### config.mk
export PLATFORM = sky130hd
export DESIGN_NAME = storage_atom_token_parser_core
export DESIGN_NICKNAME = d
export VERILOG_FILES = /design/src/satp_pkg.sv /design/src/satp_parser.sv /design/src/storage_atom_token_parser_core.sv
export SDC_FILE = /design/constraint.sdc
export NUM_CORES = 1
export LEC_CHECK = 0
export ABC_AREA = 0
export BUFFER_PORTS_ARGS = -buffer_cell sky130_fd_sc_hd__buf_4
export CAP_MARGIN = 10
export CORE_MARGIN = 1
export CORE_UTILIZATION = 45
export CTS_CLUSTER_DIAMETER = 80
export DETAILED_ROUTE_END_ITERATION = 6
export SYNTH_ARGS = -nofsm -noshare
export SYNTH_HDL_FRONTEND = slang
export SYNTH_HIERARCHICAL = 1
export SYNTH_SLANG_ARGS = --single-unit
export TNS_END_PERCENT = 30
### constraint.sdc
create_clock -name clk -period 10.2 [get_ports clk]
set_input_delay 2.55 -clock clk [delete_from_list [all_inputs] [get_ports clk]]
set_output_delay 2.55 -clock clk [all_outputs]
set_load 0.005 [all_outputs]
### src/satp_pkg.sv
// ============================================================================
// Storage atom token parser package
// Shared types, codes and the token classification function.
// ============================================================================
`default_nettype none

package satp_pkg;

    // Default width of the payload length counter
    localparam int SATP_LENGTH_BITS = 24;

    // Token kinds
    typedef enum logic [1:0] {
        KIND_UINT  = 2'd0,
        KIND_SINT  = 2'd1,
        KIND_BYTES = 2'd2,
        KIND_CTRL  = 2'd3
    } satp_kind_t;

    // Integer value status
    typedef enum logic [1:0] {
        VST_VALID  = 2'd0,
        VST_SIGNED = 2'd1,
        VST_UNSUP  = 2'd2
    } satp_status_t;

    // Classification of a completed token
    typedef struct packed {
        satp_kind_t   kind;
        satp_status_t status;
        logic [63:0]  value;
    } satp_class_t;

    // One result item
    typedef struct packed {
        logic [7:0]   echo_byte;
        logic         byte_role;
        logic         token_start;
        logic         token_end;
        logic [15:0]  token_index;
        satp_kind_t   token_kind;
        logic [7:0]   control_code;
        logic [63:0]  uint_value;
        satp_status_t value_status;
        logic         truncated;
    } satp_result_t;

    // Classify a token from its first byte and accumulated payload
    function automatic satp_class_t satp_classify(input logic [7:0] f,
                                                  input logic [63:0] acc);
        satp_class_t c;
        c.kind   = KIND_UINT;
        c.status = VST_VALID;
        c.value  = 64'd0;
        if (!f[7]) begin
            // Tiny atom
            if (f[6]) begin
                c.kind   = KIND_SINT;
                c.status = VST_SIGNED;
            end else begin
                c.value = {58'd0, f[5:0]};
            end
        end else if (!f[6]) begin
            // Short atom
            if (f[5]) begin
                c.kind   = KIND_BYTES;
                c.status = VST_UNSUP;
            end else if (f[4]) begin
                c.kind   = KIND_SINT;
                c.status = VST_SIGNED;
            end else begin
                c.value = acc;
            end
        end else if (!f[5]) begin
            // Medium atom
            c.kind   = f[4] ? KIND_BYTES : (f[3] ? KIND_SINT : KIND_UINT);
            c.status = VST_UNSUP;
        end else if (!f[4]) begin
            // Long atom
            c.kind   = f[1] ? KIND_BYTES : (f[0] ? KIND_SINT : KIND_UINT);
            c.status = VST_UNSUP;
        end else begin
            // Control token
            c.kind   = KIND_CTRL;
            c.status = VST_UNSUP;
        end
        return c;
    endfunction

endpackage

`default_nettype wire

### src/satp_parser.sv
// ============================================================================
// Storage atom token parser: parse state and per-byte step
// Holds the atom parse state and computes the result for the current byte.
// ============================================================================
`default_nettype none

module satp_parser #(
    parameter int LENGTH_BITS = satp_pkg::SATP_LENGTH_BITS
) (
    input  wire logic                clk,
    input  wire logic                rst_n,
    input  wire logic                advance,
    input  wire logic [7:0]          data_byte,
    input  wire logic                packet_end,
    output satp_pkg::satp_result_t   res
);
    import satp_pkg::*;

    typedef enum logic [1:0] {
        PH_FIRST   = 2'd0,
        PH_HEADER  = 2'd1,
        PH_PAYLOAD = 2'd2
    } phase_t;

    localparam logic [LENGTH_BITS-1:0] LEN_ALL_ONES = '1;

    phase_t                  phase_reg, phase_next;
    logic [7:0]              first_reg, first_next;
    logic [1:0]              hdr_left_reg, hdr_left_next;
    logic [LENGTH_BITS-1:0]  pay_left_reg, pay_left_next;
    logic [63:0]             acc_reg, acc_next;
    logic [15:0]             count_reg, count_next;

    logic                    role;
    logic                    start;
    logic                    done;
    logic                    trunc;
    logic [7:0]              code;
    phase_t                  phase_eff;
    satp_class_t             cls;

    // Step the parser on the current byte
    always_comb
    begin
        phase_next    = phase_reg;
        first_next    = first_reg;
        hdr_left_next = hdr_left_reg;
        pay_left_next = pay_left_reg;
        acc_next      = acc_reg;
        count_next    = count_reg;
        role          = 1'b0;
        start         = 1'b0;
        done          = 1'b0;
        trunc         = 1'b0;

        // Fall back to a first header byte when nothing is left to take
        case (phase_reg)
            PH_FIRST:   phase_eff = PH_FIRST;
            PH_HEADER:  phase_eff = (hdr_left_reg == 2'd0) ? PH_FIRST : PH_HEADER;
            PH_PAYLOAD: phase_eff = (pay_left_reg == '0) ? PH_FIRST : PH_PAYLOAD;
            default:    phase_eff = PH_FIRST;
        endcase

        case (phase_eff)
            PH_HEADER:
            begin
                if (|pay_left_reg[LENGTH_BITS-1 -: 8])
                    pay_left_next = LEN_ALL_ONES;
                else
                    pay_left_next = {pay_left_reg[LENGTH_BITS-9:0], data_byte};
                hdr_left_next = hdr_left_reg - 2'd1;
                phase_next    = PH_HEADER;
                if (hdr_left_next == 2'd0) begin
                    if (pay_left_next == '0)
                        done = 1'b1;
                    else
                        phase_next = PH_PAYLOAD;
                end
            end
            PH_PAYLOAD:
            begin
                role          = 1'b1;
                phase_next    = PH_PAYLOAD;
                acc_next      = {acc_reg[55:0], data_byte};
                pay_left_next = pay_left_reg - LENGTH_BITS'(1);
                if (pay_left_next == '0)
                    done = 1'b1;
            end
            default:
            begin
                start         = 1'b1;
                first_next    = data_byte;
                acc_next      = 64'd0;
                pay_left_next = '0;
                hdr_left_next = 2'd0;
                phase_next    = PH_FIRST;
                if (!data_byte[7]) begin
                    done = 1'b1;
                end else if (!data_byte[6]) begin
                    pay_left_next = LENGTH_BITS'(data_byte[3:0]);
                    if (data_byte[3:0] == 4'd0)
                        done = 1'b1;
                    else
                        phase_next = PH_PAYLOAD;
                end else if (!data_byte[5]) begin
                    hdr_left_next = 2'd1;
                    pay_left_next = LENGTH_BITS'({data_byte[2:0], 8'h00});
                    phase_next    = PH_HEADER;
                end else if (!data_byte[4]) begin
                    hdr_left_next = 2'd3;
                    phase_next    = PH_HEADER;
                end else begin
                    done = 1'b1;
                end
            end
        endcase

        // Classify from the token state before any packet end clears it
        cls  = satp_classify(first_next, acc_next);
        code = first_next;

        // Close the token
        if (done) begin
            if (count_reg != 16'hffff)
                count_next = count_reg + 16'd1;
            phase_next = PH_FIRST;
        end

        // Drop all state at the end of a packet
        if (packet_end) begin
            trunc         = !done;
            phase_next    = PH_FIRST;
            first_next    = 8'd0;
            hdr_left_next = 2'd0;
            pay_left_next = '0;
            acc_next      = 64'd0;
            count_next    = 16'd0;
        end

        res.echo_byte    = data_byte;
        res.byte_role    = role;
        res.token_start  = start;
        res.token_end    = done;
        res.token_index  = count_reg;
        res.token_kind   = done ? cls.kind : KIND_UINT;
        res.control_code = done ? code : 8'd0;
        res.uint_value   = done ? cls.value : 64'd0;
        res.value_status = done ? cls.status : VST_VALID;
        res.truncated    = trunc;
    end

    // Hold parse state between items
    always_ff @(posedge clk or negedge rst_n)
    begin
        if (!rst_n) begin
            phase_reg    <= PH_FIRST;
            first_reg    <= 8'd0;
            hdr_left_reg <= 2'd0;
            pay_left_reg <= '0;
            acc_reg      <= 64'd0;
            count_reg    <= 16'd0;
        end else if (advance) begin
            phase_reg    <= phase_next;
            first_reg    <= first_next;
            hdr_left_reg <= hdr_left_next;
            pay_left_reg <= pay_left_next;
            acc_reg      <= acc_next;
            count_reg    <= count_next;
        end
    end

endmodule

`default_nettype wire

### src/storage_atom_token_parser_core.sv
// ============================================================================
// Storage atom token parser core
// Splits a response subpacket payload into atoms and control tokens.
// ============================================================================
// One item is one payload byte; every byte gives exactly one result item that
// echoes it with its role and token index, and on a token's last byte also
// carries the kind, first byte, unsigned value and status. The core takes one
// byte per clock unless the result side stalls: a byte is captured in an input
// register, the parse step runs between that register and the result register,
// and the parse state updates and the result item is shown as the byte moves
// into the result register; a stall on the result side holds one byte in each
// register before in_ready drops. Parse state returns to reset after a byte
// marked packet_end, so token indices restart in every subpacket.
`default_nettype none

module storage_atom_token_parser_core #(
    parameter int LENGTH_BITS = satp_pkg::SATP_LENGTH_BITS
) (
    input  wire logic         clk,
    input  wire logic         rst_n,
    input  wire logic         in_valid,
    output logic              in_ready,
    input  wire logic [7:0]   data_byte,
    input  wire logic         packet_end,
    output logic              out_valid,
    input  wire logic         out_ready,
    output logic [7:0]        echo_byte,
    output logic              byte_role,
    output logic              token_start,
    output logic              token_end,
    output logic [15:0]       token_index,
    output logic [1:0]        token_kind,
    output logic [7:0]        control_code,
    output logic [63:0]       uint_value,
    output logic [1:0]        value_status,
    output logic              truncated
);
    import satp_pkg::*;

    logic          in_v_reg;
    logic [7:0]    byte_reg;
    logic          pend_reg;
    logic          out_v_reg;
    satp_result_t  res_reg;
    satp_result_t  step_res;
    logic          advance;

    // Move the held byte on when the result register is free
    assign advance  = in_v_reg && (!out_v_reg || out_ready);
    assign in_ready = !in_v_reg || advance;

    // Hold the accepted byte
    always_ff @(posedge clk or negedge rst_n)
    begin
        if (!rst_n) begin
            in_v_reg <= 1'b0;
        end else if (in_ready) begin
            in_v_reg <= in_valid;
        end
    end

    always_ff @(posedge clk)
    begin
        if (in_valid && in_ready) begin
            byte_reg <= data_byte;
            pend_reg <= packet_end;
        end
    end

    satp_parser #(
        .LENGTH_BITS (LENGTH_BITS)
    ) u_parser (
        .clk        (clk),
        .rst_n      (rst_n),
        .advance    (advance),
        .data_byte  (byte_reg),
        .packet_end (pend_reg),
        .res        (step_res)
    );

    // Hold the result until taken
    always_ff @(posedge clk or negedge rst_n)
    begin
        if (!rst_n) begin
            out_v_reg <= 1'b0;
        end else if (advance) begin
            out_v_reg <= 1'b1;
        end else if (out_ready) begin
            out_v_reg <= 1'b0;
        end
    end

    always_ff @(posedge clk)
    begin
        if (advance) begin
            res_reg <= step_res;
        end
    end

    assign out_valid    = out_v_reg;
    assign echo_byte    = res_reg.echo_byte;
    assign byte_role    = res_reg.byte_role;
    assign token_start  = res_reg.token_start;
    assign token_end    = res_reg.token_end;
    assign token_index  = res_reg.token_index;
    assign token_kind   = res_reg.token_kind;
    assign control_code = res_reg.control_code;
    assign uint_value   = res_reg.uint_value;
    assign value_status = res_reg.value_status;
    assign truncated    = res_reg.truncated;

endmodule

`default_nettype wire
Yosys cells after proc, flatten, opt, wreduce, memory -nomap -nowiden. Index checks and enable logic that the tools add are counted.

Bits in registers: 231. Input port bits: 13. Output and inout bits: 106. Logic and storage cells: 110.

Add/subtract/negate cells: 3. Equality and inequality tests: 6. Muxes and demuxes: 61. Reductions and logical operators: 20.

Operators with widths (count): $mux W64 (4); $pmux W64 S2 (1); $mux W24 (5); $logic_not A24 Y1 (3); $mux W68 (1); $mux W16 (3); $pmux W24 S2 (1); $mux W2 (16); $sub A24 B1 Y24 const B (1); $add A16 B1 Y16 const B (1); $mux W1 (16); $mux W4 (4); $mux W8 (2); $ne A16 B16 Y1 const B (1); $pmux W2 S2 (3); $mux W11 (1); $reduce_or A8 Y1 (1); $mux W3 (2); $mux W6 (1); $reduce_bool A2 Y1 (3); $eq A2 B1 Y1 const B (2); $eq A2 B2 Y1 const B (2); $logic_not A2 Y1 (2); $logic_not A4 Y1 (1); other kinds (9) (13).

Depth between registers and ports, before layout. Gate-level depths: netlist of the first run.

Word-level depth: 12. Gate-level depth with buffers: 19.

By module. The synthesis of the first run kept the hierarchy.

By module, submodules not included: satp_parser (times used 1, cells an instance 896, area each 7442.1 µm², seq. area each 2902.8 µm²); storage_atom_token_parser_core (times used 1, cells an instance 121, area each 3497.1 µm², seq. area each 3443.3 µm²).

Worst setup path before layout of the first run. No wires, ideal clock.

Path kind: input-to-reg. Start: in out_ready. End: reg u_parser.acc_reg[25]. Setup time: 0.066 ns. Data arrival time: 6.514 ns. Slack: 3.619 ns. Stages on the path: 8. Cells stage by stage: nand2b_1 and2_1 clkbuf_1 and2_0 and2_1 clkbuf_1 clkbuf_1 a22o_1.

Longest elaborated chain between the ends: 2.

Ends and longest elaborated chain: from (decl) (line storage_atom_token_parser_core.sv:26) `input wire logic out_ready,`; $logic_or A1 B1 Y1 (line storage_atom_token_parser_core.sv:49) `assign advance = in_v_reg && (!out_v_reg || out_ready);`; $logic_and A1 B1 Y1 (line storage_atom_token_parser_core.sv:49); net advance (line storage_atom_token_parser_core.sv:46) `logic advance;`; to (signal assigned) (line satp_parser.sv:167) `acc_reg <= acc_next;`; to (decl) (line satp_parser.sv:31) `logic [63:0] acc_reg, acc_next;`.

The timed path passes the listed nets, and every way through them passes these cells. A chain may end at the register's enable or synchronous reset.

Worst setup path in the final report of the first run.
Start: in out_ready. End: out in_ready.

Longest elaborated chain between the ends: 3.

Ends and longest elaborated chain: $logic_or A1 B1 Y1 (line storage_atom_token_parser_core.sv:49); $logic_and A1 B1 Y1 (line storage_atom_token_parser_core.sv:49); $logic_or A1 B1 Y1 (line storage_atom_token_parser_core.sv:50) `assign in_ready = !in_v_reg || advance;`; to (decl) (line storage_atom_token_parser_core.sv:22) `output logic in_ready,`.

Every way passes these cells.

==> results of run 1 <==
## area by class of cell
class                   instances  area [µm²]  share of cell area, %
clock buffers                  38         757                   5.94
flip-flops and latches        231        6350                   49.8
multi-input cells             636        3990                   31.3
repair buffers                129         968                   7.60
inverters                      62         233                   1.83
clock inverters                 8        46.3                  0.363
well taps                     319         399                   3.13
## critical path, delay by kind of cell
kind                   cells  cell delay, ps
buffers and inverters      2             250
AND/OR/NAND/NOR            1             150
## cells in the final DEF (no fill, tap or decap), types with 7 or more instances in the layout
cell type,n
buf_4,129
dfrtp_1,118
edfxtp_1,113
nor2_1,105
a22oi_1,76
inv_1,61
a22o_1,47
nand2_1,45
a21oi_1,45
o22ai_1,42
o21ai_0,41
clkbuf_16,27
nand3_1,26
nand2b_1,16
nand4_1,16
nor4_1,13
nor2b_1,11
nor3_1,11
or4_1,11
or3_1,10
o211ai_1,10
ha_1,8
clkbuf_1,7
a31oi_1,7
## cells by family (layout without fill, tap and decap cells)
| logic type | count (synthesis) | in the layout | synth area share, % |
|---|---|---|---|
| AOI/OAI and AO/OA | 318 | 318 | 20.3 |
| xor gates and xnor gates | 6 | 6 | 0.480 |
| adders and majority gates | 10 | 10 | 1.14 |
| buffers and inverters | 150 | 237 | 5.70 |
| DFF | 231 | 231 | 58.0 |
| muxes | 6 | 6 | 0.560 |
| and+or+nand+nor | 296 | 296 | 13.8 |
## cells in the mapped netlist (3+ instances only)
master	instances
o31ai_1	6
o31a_1	3
nand3_1	26
a21oi_1	45
buf_2	6
clkbuf_1	66
and2_1	5
o32ai_1	4
mux2i_1	5
o22ai_1	42
a22oi_1	76
a311o_1	3
o311ai_1	3
nor3_1	12
or2_2	3
a22o_1	47
dfrtp_1	118
a211oi_1	6
or3_1	10
buf_4	12
or4_1	11
nand4_1	16
nor4_1	13
inv_1	61
xnor2_1	5
buf_1	3
o21a_1	5
and3_1	5
nand2_1	45
o21ai_0	42
nor2b_1	11
a31oi_1	7
edfxtp_1	113
nor2_1	105
o211ai_1	10
ha_1	10
nand2b_1	16
## power groups by stage
stage               registers (µW)  clock network [µW]  logic [µW]
finish                        1100                 873         234
global route                  1110                 930         258
CTS                           1100                 892         235
detailed placement            1120                   0         234
global placement              1120                   0         232
floorplan                     1110                   0         136
## stage by stage
stage	std cells	hold WS, ps	area, µm²
2_1_floorplan	1017	448	10900
3_3_place_gp	1377	471	11900
3_5_place_dp	1377	490	11900
4_1_cts	1423	504	12700
5_1_grt	1423	527	12700
6_report	1423	505	12700
## metal layers
metal | vias to the layer above | track usage (%)
li1 | 3927 | -
met1 | 4122 | 34.0
met2 | 259 | 32.7
met3 | 40 | 2.98
met4 | 0 | 5.64
met5 | - | 0
## worst max-delay path by stage
stage	startpoint	to	slack, ps	cells past startpoint
6_report	out_ready	in_ready	4700	3
5_1_grt	u_parser/pay_left_reg[8]	uint_value[36]	4480	15
4_1_cts	out_ready	in_ready	4700	3
3_5_place_dp	out_ready	in_ready	4700	3
3_3_place_gp	out_ready	in_ready	4710	3
2_1_floorplan	out_ready	u_parser/acc_reg[25]	3620	8
==> results.toml, run 1 <==
[clock_tree]
post_cts_buffers = 0
cts.sinks = 231
total_clock_buffers_created_by_cts = 25
cts_max_path_buffers = 3
cts.root.buffer_cell = "clkbuf_16"
clkSlewWorstSetupHoldPaths_ps = 60
cts_tree = "done"
worstSkewPairLatency_ps = 520
hold_fix_buffers_cts = 0
cts_repair_resize_count = 0
clock_tree.htree_level_count = 1

[timing]
fin_worst_skew_ps = 8.79
achievable-frequency_mhz = 182
min_period_over_period_pct = 53.9
finalSetupViolations = 0
maxSlewHeadroom_pct = 25.1
drv_slew = 0
finalSetupTns_ps = 0
layout_setup_ws_ps = 4700
tightestPinTransition_ps = 1120
post-route-min-period_ps = 5500
rsz0062_at_grt = "no"
timing.final.hold_violations = 0

[setup_path]
setup.worst_path.start_class = "input pin"
reg2reg_depth = 16
cp_data_arrival_time_ps = 2950
endpoint_kind = "output pin"
reg2reg_setup_slack_ps = 4870
r2r-start = "u_parser/pay_left_reg[16]"
regToRegEndpoint = "uint_value[36]"
worstPathRequired_ps = 7650
worstPathMaxFanout = 3
timing.critical_path.slowest_stage_cell = "nand3b_4"
critPathMaxStageDelay_ps = 150
cp_common_cell = "buf_4"
timing.setup.critical_path_class = "input pin to output pin"
crit_path_cell_trace = "buf_4 > nand3b_4 > buf_4"

[yosys]
synth.avg_cell_area_um2 = 10.8
synth_top_area_share_pct = 31.0
postSynthRegisterBits = 231
mappedNetlistNets = 1040
count_of_yosys_warnings_during_synthesis = 6
ys_seq_area_share_pct = 58.0
synth.cell_area_mm2 = 0.0109
number_of_flops_mapped_to_enable_cells_by_yosys = 113
netlist.top_cell.by_area = "edfxtp_1"
syn-instance-count = 1017
ys.flop_type = "dfrtp_1"
post_synth_num_cell_types = 72
synth_area_leaders = "edfxtp_1, dfrtp_1, a22oi_1"
synth_async_sr_flop_share_pct = 51.1

[die]
initial_core_utilization_pct = 46.2
die_x_um = 158
floorplan.die.height_um = 158
die-area_mm2 = 0.0249
placementRows = 56
fp.coreArea_mm2 = 0.0237
num_io_pins = 119

[run]
maxCapViolCount = 0

[global_routing]
via_count_of_the_first_global_routing_pass = 7696
grt_pass1_wl_um = 43000
grt_start_max_net_pins = 97
grt_overflow = 0
number_of_antenna_violations_at_the_first_check_in_global_routing = 0
global_route.usage.total_pct = 22.1

[placed_design]
buffers_added_on_ports = 118
place.detailed.hpwl_um = 17100
replace_congestion = 0.925
place_ws_ps = 4700

[routing]
routed_wl_um = 27400
m1WireLength_um = 13000
wl_met2_um = 12400
initialDrtViolationCount = 690
vias_after_detailed_routing = 8348
antenna_left = 0
met3_length_um = 1600
drt-wirelength-per-cell_um = 19.3
firstDrtPassIters = 5
dr.max_layer_used = "met4"
drc = 0
post_drt_via_cell_ratio = 5.87

[power_and_ir_drop]
p_int_uw = 1660
clkPwrFrac_pct = 39.5
power.sequential.fraction_pct = 49.9
power.density_cell_area_mw_per_mm2 = 174
p_sw_share_pct = 24.8
power.combinational.fraction_pct = 10.6
power.net_switching_uw = 547
power_uw = 2210
power_leakage_uw = 0.00489
ir_worst_vdd_v = 0.0000964

[hold_path]
min_from = "u_parser/count_reg[13]"
worst_hold_path.num_cells = 0
holdCritPathClass = "flop to flop"
worst_hold_path.endpoint = "token_index[13]"

[layout]
layout.core_utilization_pct = 53.8
areaGrowthSynthToFinish_pct = 16.4
post_route_cells_drive_above_1_share_pct = 16.8
final.fill_count = 2143
finish.net_count = 1108
diodes = 0

[status]
outcome = "completed"
No activity file was read; power rests on OpenSTA's default activity.
==> run 2: changes to the inputs <==
==> constraint.sdc (replaced) <==
create_clock -name clk -period 5.5 [get_ports clk]
set_input_delay 1.375 -clock clk [delete_from_list [all_inputs] [get_ports clk]]
set_output_delay 1.375 -clock clk [all_outputs]
set_load 0.005 [all_outputs]
==> run 2 against run 1 <==
Effect of this change:
- final area up 0.69%
- critical path depth grew 11
- worst setup slack got worse by 4300 ps
- first-iteration DRC count rose by 0.43%
- count of clock-buffer cells in the layout rose by 5
- die area unchanged
- hold slack improved by 2.5 ps
- clock power grew 91%
- total power increased by 88%
- global-route usage is essentially flat
- flip-flop and latch count stayed put
==> results.toml, run 2 (same netlist as run 1, synthesis figures left out) <==
[setup_path]
worstPathRequired_ps = 5850
setup.worst_path.start_class = "flop"
worstPathMaxFanout = 58
endpoint_kind = "flop"
timing.setup.critical_path_class = "flop to flop"
cp_data_arrival_time_ps = 5470

[placed_design]
place_area_mm2 = 0.0120
replace_congestion = 0.935
place.detailed.hpwl_um = 17400
buffers_added_on_ports = 118

[power_and_ir_drop]
power.density_cell_area_mw_per_mm2 = 325
clkPwrFrac_pct = 40.1
power.net_switching_uw = 1010
power.combinational.fraction_pct = 10.6
power_leakage_uw = 0.00494
ir_worst_vdd_v = 0.000235
power_uw = 4160
p_sw_share_pct = 24.3
power.sequential.fraction_pct = 49.3
p_int_uw = 3150

[routing]
initialDrtViolationCount = 693
vias_after_detailed_routing = 8446
firstDrtPassIters = 6
routed_wl_um = 27400
post_drt_via_cell_ratio = 5.90
drc = 0
antenna_left = 0
drt-wirelength-per-cell_um = 19.1

[clock_tree]
total_clock_buffers_created_by_cts = 25
worstSkewPairLatency_ps = 520
cts_tree = "done"
cts.root.buffer_cell = "clkbuf_16"
cts_max_path_buffers = 3
post_cts_buffers = 0
cts_repair_resize_count = 0
clkSlewWorstSetupHoldPaths_ps = 60
clock_tree.htree_level_count = 1
cts.sinks = 231
hold_fix_buffers_cts = 0

[die]
floorplan.die.height_um = 158
fp.coreArea_mm2 = 0.0237
die_x_um = 158
initial_core_utilization_pct = 46.2
placementRows = 56
num_io_pins = 119
die-area_mm2 = 0.0249

[status]
outcome = "completed"

[timing]
post-route-min-period_ps = 5110
finalSetupViolations = 0
finalSetupTns_ps = 0
timing.final.hold_violations = 0
hold_ws_ps = 508
min_period_over_period_pct = 92.9
tightestPinTransition_ps = 1020
maxSlewHeadroom_pct = 31.8
drv_slew = 0
fin_worst_skew_ps = 10.9
achievable-frequency_mhz = 196
rsz0062_at_grt = "no"

[layout]
finish.instance_area_mm2 = 0.0128
final_common_cell = "buf_4"
multi_input_comb_area_mm2 = 0.00398
ff_latch_area_mm2 = 0.00635
areaGrowthSynthToFinish_pct = 17.2
finish.net_count = 1117
final.fill_count = 2106
diodes = 0
post_route_cells_drive_above_1_share_pct = 17.2
highest_count_cells_in_the_layout_ignoring_fill_and_taps = "buf_4, dfrtp_1, edfxtp_1"

[global_routing]
via_count_of_the_first_global_routing_pass = 7773
grt_overflow = 0
number_of_antenna_violations_at_the_first_check_in_global_routing = 0
grt_pass1_wl_um = 43300
global_route.usage.total_pct = 22.1
grt_start_max_net_pins = 89

[run]
maxCapViolCount = 0

[hold_path]
holdCritPathClass = "flop to flop"
-- run 2: worst paths after layout --
check                                           end                       from  depth (start not counted)  slack [ps]
max in group asynchronous      u_parser/acc_reg[16]                      rst_n                          2        3670
hold / removal             u_parser/hdr_left_reg[1]   u_parser/hdr_left_reg[1]                          2         510
setup / recovery                     uint_value[11]  u_parser/pay_left_reg[16]                         14         390
setup reg to reg                     uint_value[11]  u_parser/pay_left_reg[16]                         14         390
min in group asynchronous    u_parser/count_reg[10]                      rst_n                          1         840
hold reg to reg            u_parser/hdr_left_reg[1]   u_parser/hdr_left_reg[1]                          2         510
-- run 2: cell type report --
cell class / instances / share of cell area, %
repair buffers: 138 / 8.08
flip-flops and latches: 231 / 49.5
well taps: 319 / 3.11
clock buffers: 43 / 6.12
clock inverters: 3 / 0.341
inverters: 62 / 1.81
multi-input cells: 636 / 31.0
-- run 2: critical path: stages, from the launching register on --
cell and delay, ps:
dfrtp_1 450, or3_1 470, or3_1 550, nor2_1 180, nand4_1 110, nand3b_1 120
ha_2 290, or3_1 320, or4_1 540, nor4b_2 290, o221ai_1 160, o31a_1 610
nand3b_1 290, buf_4 350, nor2_1 210
-- run 2: metal layers --
| metal | GRT usage [%] | vias to the layer above | wire, µm |
|---|---|---|---|
| met1 | 34.6 | 4148 | 13100 |
| met5 | 0 | - | 0 |
| met2 | 32.8 | 284 | 12300 |
| li1 | - | 3971 | - |
| met3 | 2.55 | 43 | 1550 |
| met4 | 4.53 | 0 | 452 |
-- run 2: power by group through the flow --
| stage | Combinational [µW] | Clock [µW] | Sequential, µW |
|---|---|---|---|
| 3_3_place_gp | 441 | 0 | 2080 |
| 5_1_grt | 494 | 1770 | 2070 |
| 2_1_floorplan | 252 | 0 | 2060 |
| 6_report | 443 | 1670 | 2050 |
| 4_1_cts | 444 | 1700 | 2050 |
| 3_5_place_dp | 443 | 0 | 2080 |
-- run 2: per-stage QoR --
stage                     utilization, %  setup WS (ps)  instances
after detailed placement            50.6            447       1386
after global placement              50.6            638       1386
after global routing                54.1            117       1432
after CTS                           54.1            422       1432
final                               54.1            388       1432
after floorplan                        -           94.5       1017
==> run 3: changes to the inputs <==
--- a/config.mk
+++ b/config.mk
@@ -9,9 +9,11 @@
 export BUFFER_PORTS_ARGS = -buffer_cell sky130_fd_sc_hd__buf_4
 export CAP_MARGIN = 10
 export CORE_MARGIN = 1
-export CORE_UTILIZATION = 45
+export CORE_UTILIZATION = 59
 export CTS_CLUSTER_DIAMETER = 80
 export DETAILED_ROUTE_END_ITERATION = 6
+export PLACE_DENSITY = 0.8
+export SETUP_SLACK_MARGIN = 0.4
 export SYNTH_ARGS = -nofsm -noshare
 export SYNTH_HDL_FRONTEND = slang
 export SYNTH_HIERARCHICAL = 1
==> run 3 against run 2 <==
Effect of this change:
- the flow now finishes with violations (design-rule violations)
- routed wire length up 1.2%
- first-iteration DRC count up 46%
- count of clock-buffer cells in the layout down 12
- flip-flop and latch count unchanged
- hold slack worse by 19 ps
- cell count down 6.6%
- combinational power up 2%
- sequential power about the same
- global-route usage up 6.7 points
- worst setup slack better by 270 ps
- critical path type unchanged
==> results.toml, run 3 (same netlist as run 1, synthesis figures left out) <==
[status]
outcome = "finished with violations"
violations = "design-rule violations"

[layout]
finish.net_count = 1114
finish.instance_area_mm2 = 0.0127
areaGrowthSynthToFinish_pct = 15.7
fin_cells = 1338
highest_count_cells_in_the_layout_ignoring_fill_and_taps = "buf_4, dfrtp_1, edfxtp_1"
diodes = 0
post_route_cells_drive_above_1_share_pct = 17.4
multi_input_comb_area_mm2 = 0.00399
final.fill_count = 1287
ff_latch_area_mm2 = 0.00635
final_common_cell = "buf_4"

[setup_path]
critPathMaxStageDelay_ps = 550
cp_data_arrival_time_ps = 5190
cp_common_cell = "or3_1"
endpoint_kind = "flop"
worstPathMaxFanout = 18
crit_path_cell_trace = "or3_1 > or3_4 > nor2_1 > nand4_1 > nand3b_1 > ha_2 > or3_1 > or4_1 > nor4b_2 > o221ai_1 > o31a_2 > buf_4 > o41ai_1 > o311ai_1"
timing.setup.critical_path_class = "flop to flop"
worstPathRequired_ps = 5860
timing.critical_path.slowest_stage_cell = "or4_1"
reg2reg_depth = 14
setup.worst_path.start_class = "flop"

[timing]
min_period_over_period_pct = 88.0
achievable-frequency_mhz = 207
drv_slew = 0
post-route-min-period_ps = 4840
hold_ws_ps = 489
maxSlewHeadroom_pct = 34.8
finalSetupViolations = 0
fin_worst_skew_ps = 21.1
tightestPinTransition_ps = 978
rsz0062_at_grt = "no"
timing.final.hold_violations = 0
finalSetupTns_ps = 0

[placed_design]
placedCellCount = 1294
place.detailed.hpwl_um = 17700
place_area_mm2 = 0.0119
buffers_added_on_ports = 118
replace_congestion = 0.956

[routing]
antenna_left = 0
initialDrtViolationCount = 1015
vias_after_detailed_routing = 8840
drc = 24
post_drt_via_cell_ratio = 6.61
routed_wl_um = 27800
firstDrtPassIters = 7
drt-wirelength-per-cell_um = 20.7

[die]
initial_core_utilization_pct = 60.5
placementRows = 49
num_io_pins = 119
floorplan.die.height_um = 138
die_x_um = 138
die-area_mm2 = 0.0191
fp.coreArea_mm2 = 0.0181

[clock_tree]
total_clock_buffers_created_by_cts = 24
cts_max_path_buffers = 3
clkSlewWorstSetupHoldPaths_ps = 60
cts.sinks = 231
cts_tree = "done"
worstSkewPairLatency_ps = 530
cts.root.buffer_cell = "clkbuf_16"
hold_fix_buffers_cts = 0
clock_tree.htree_level_count = 1

[global_routing]
number_of_antenna_violations_at_the_first_check_in_global_routing = 0
grt_start_max_net_pins = 115
grt_overflow = 0
global_route.usage.total_pct = 28.8
grt_pass1_wl_um = 44200
via_count_of_the_first_global_routing_pass = 8163

[run]
maxCapViolCount = 0

[power_and_ir_drop]
power_uw = 4070
power.density_cell_area_mw_per_mm2 = 321
ir_worst_vdd_v = 0.000182
power_leakage_uw = 0.00490

[hold_path]
holdCritPathClass = "flop to flop"
worst_hold_path.num_cells = 2
-- run 3: per-layer routing --
layer	share of wire (%)	vias up	GRT usage, %
li1	-	3954	-
met2	46	440	43.6
met5	0	-	0
met1	44	4396	43.8
met4	1.8	0	7.33
met3	8.1	50	4.61
-- run 3: timing repair --
| item | 4_1_cts | 5_1_grt |
|---|---|---|
| buffers inserted | 0 | 0 |
| gates resized for setup | 0 | 3 |
| setup endpoints to repair | 0 | 64 |
-- run 3: final timing paths --
path / endpoint / slack (ps) / startpoint
max in group asynchronous: u_parser/acc_reg[5] / 3660 / rst_n
min in group asynchronous: u_parser/count_reg[0] / 860 / rst_n
worst max register to register: u_parser/count_reg[7] / 660 / u_parser/pay_left_reg[16]
worst min-delay path: u_parser/hdr_left_reg[1] / 490 / u_parser/hdr_left_reg[1]
worst max-delay path: u_parser/count_reg[7] / 660 / u_parser/pay_left_reg[16]
worst min register to register: u_parser/hdr_left_reg[1] / 490 / u_parser/hdr_left_reg[1]
-- run 3: area by class of cell --
cell class                 instances  share of cell area (%)
sequential                       231                    50.1
tap                              229                    2.26
clock inverter                    13                   0.929
multi-input combinational        636                    31.5
timing repair buffer             136                    8.20
clock buffer                      31                    5.11
inverter                          62                    1.84
-- run 3: worst max-delay path, delay by kind of cell (launching register included) --
| kind | cells | cell delay [ps] |
|---|---|---|
| DFF | 1 | 450 |
| and+or+nand+nor | 8 | 2490 |
| buffers and inverters | 1 | 240 |
| adders and majority gates | 1 | 290 |
| AOI/OAI and AO/OA | 4 | 1170 |
-- run 3: power by group --
group	internal [µW]	total, µW	leakage [µW]	switching, µW
Combinational	192	450	0.00180	258
Clock	887	1570	0.000369	678
Sequential	1950	2050	0.00272	101
-- run 3: through the flow --
step           util [%]  setup WS [ps]
6_report           70.0            662
5_1_grt            70.0            430
4_1_cts            69.9            516
3_5_place_dp       65.7            542
3_3_place_gp       65.7            782
2_1_floorplan         -           1130
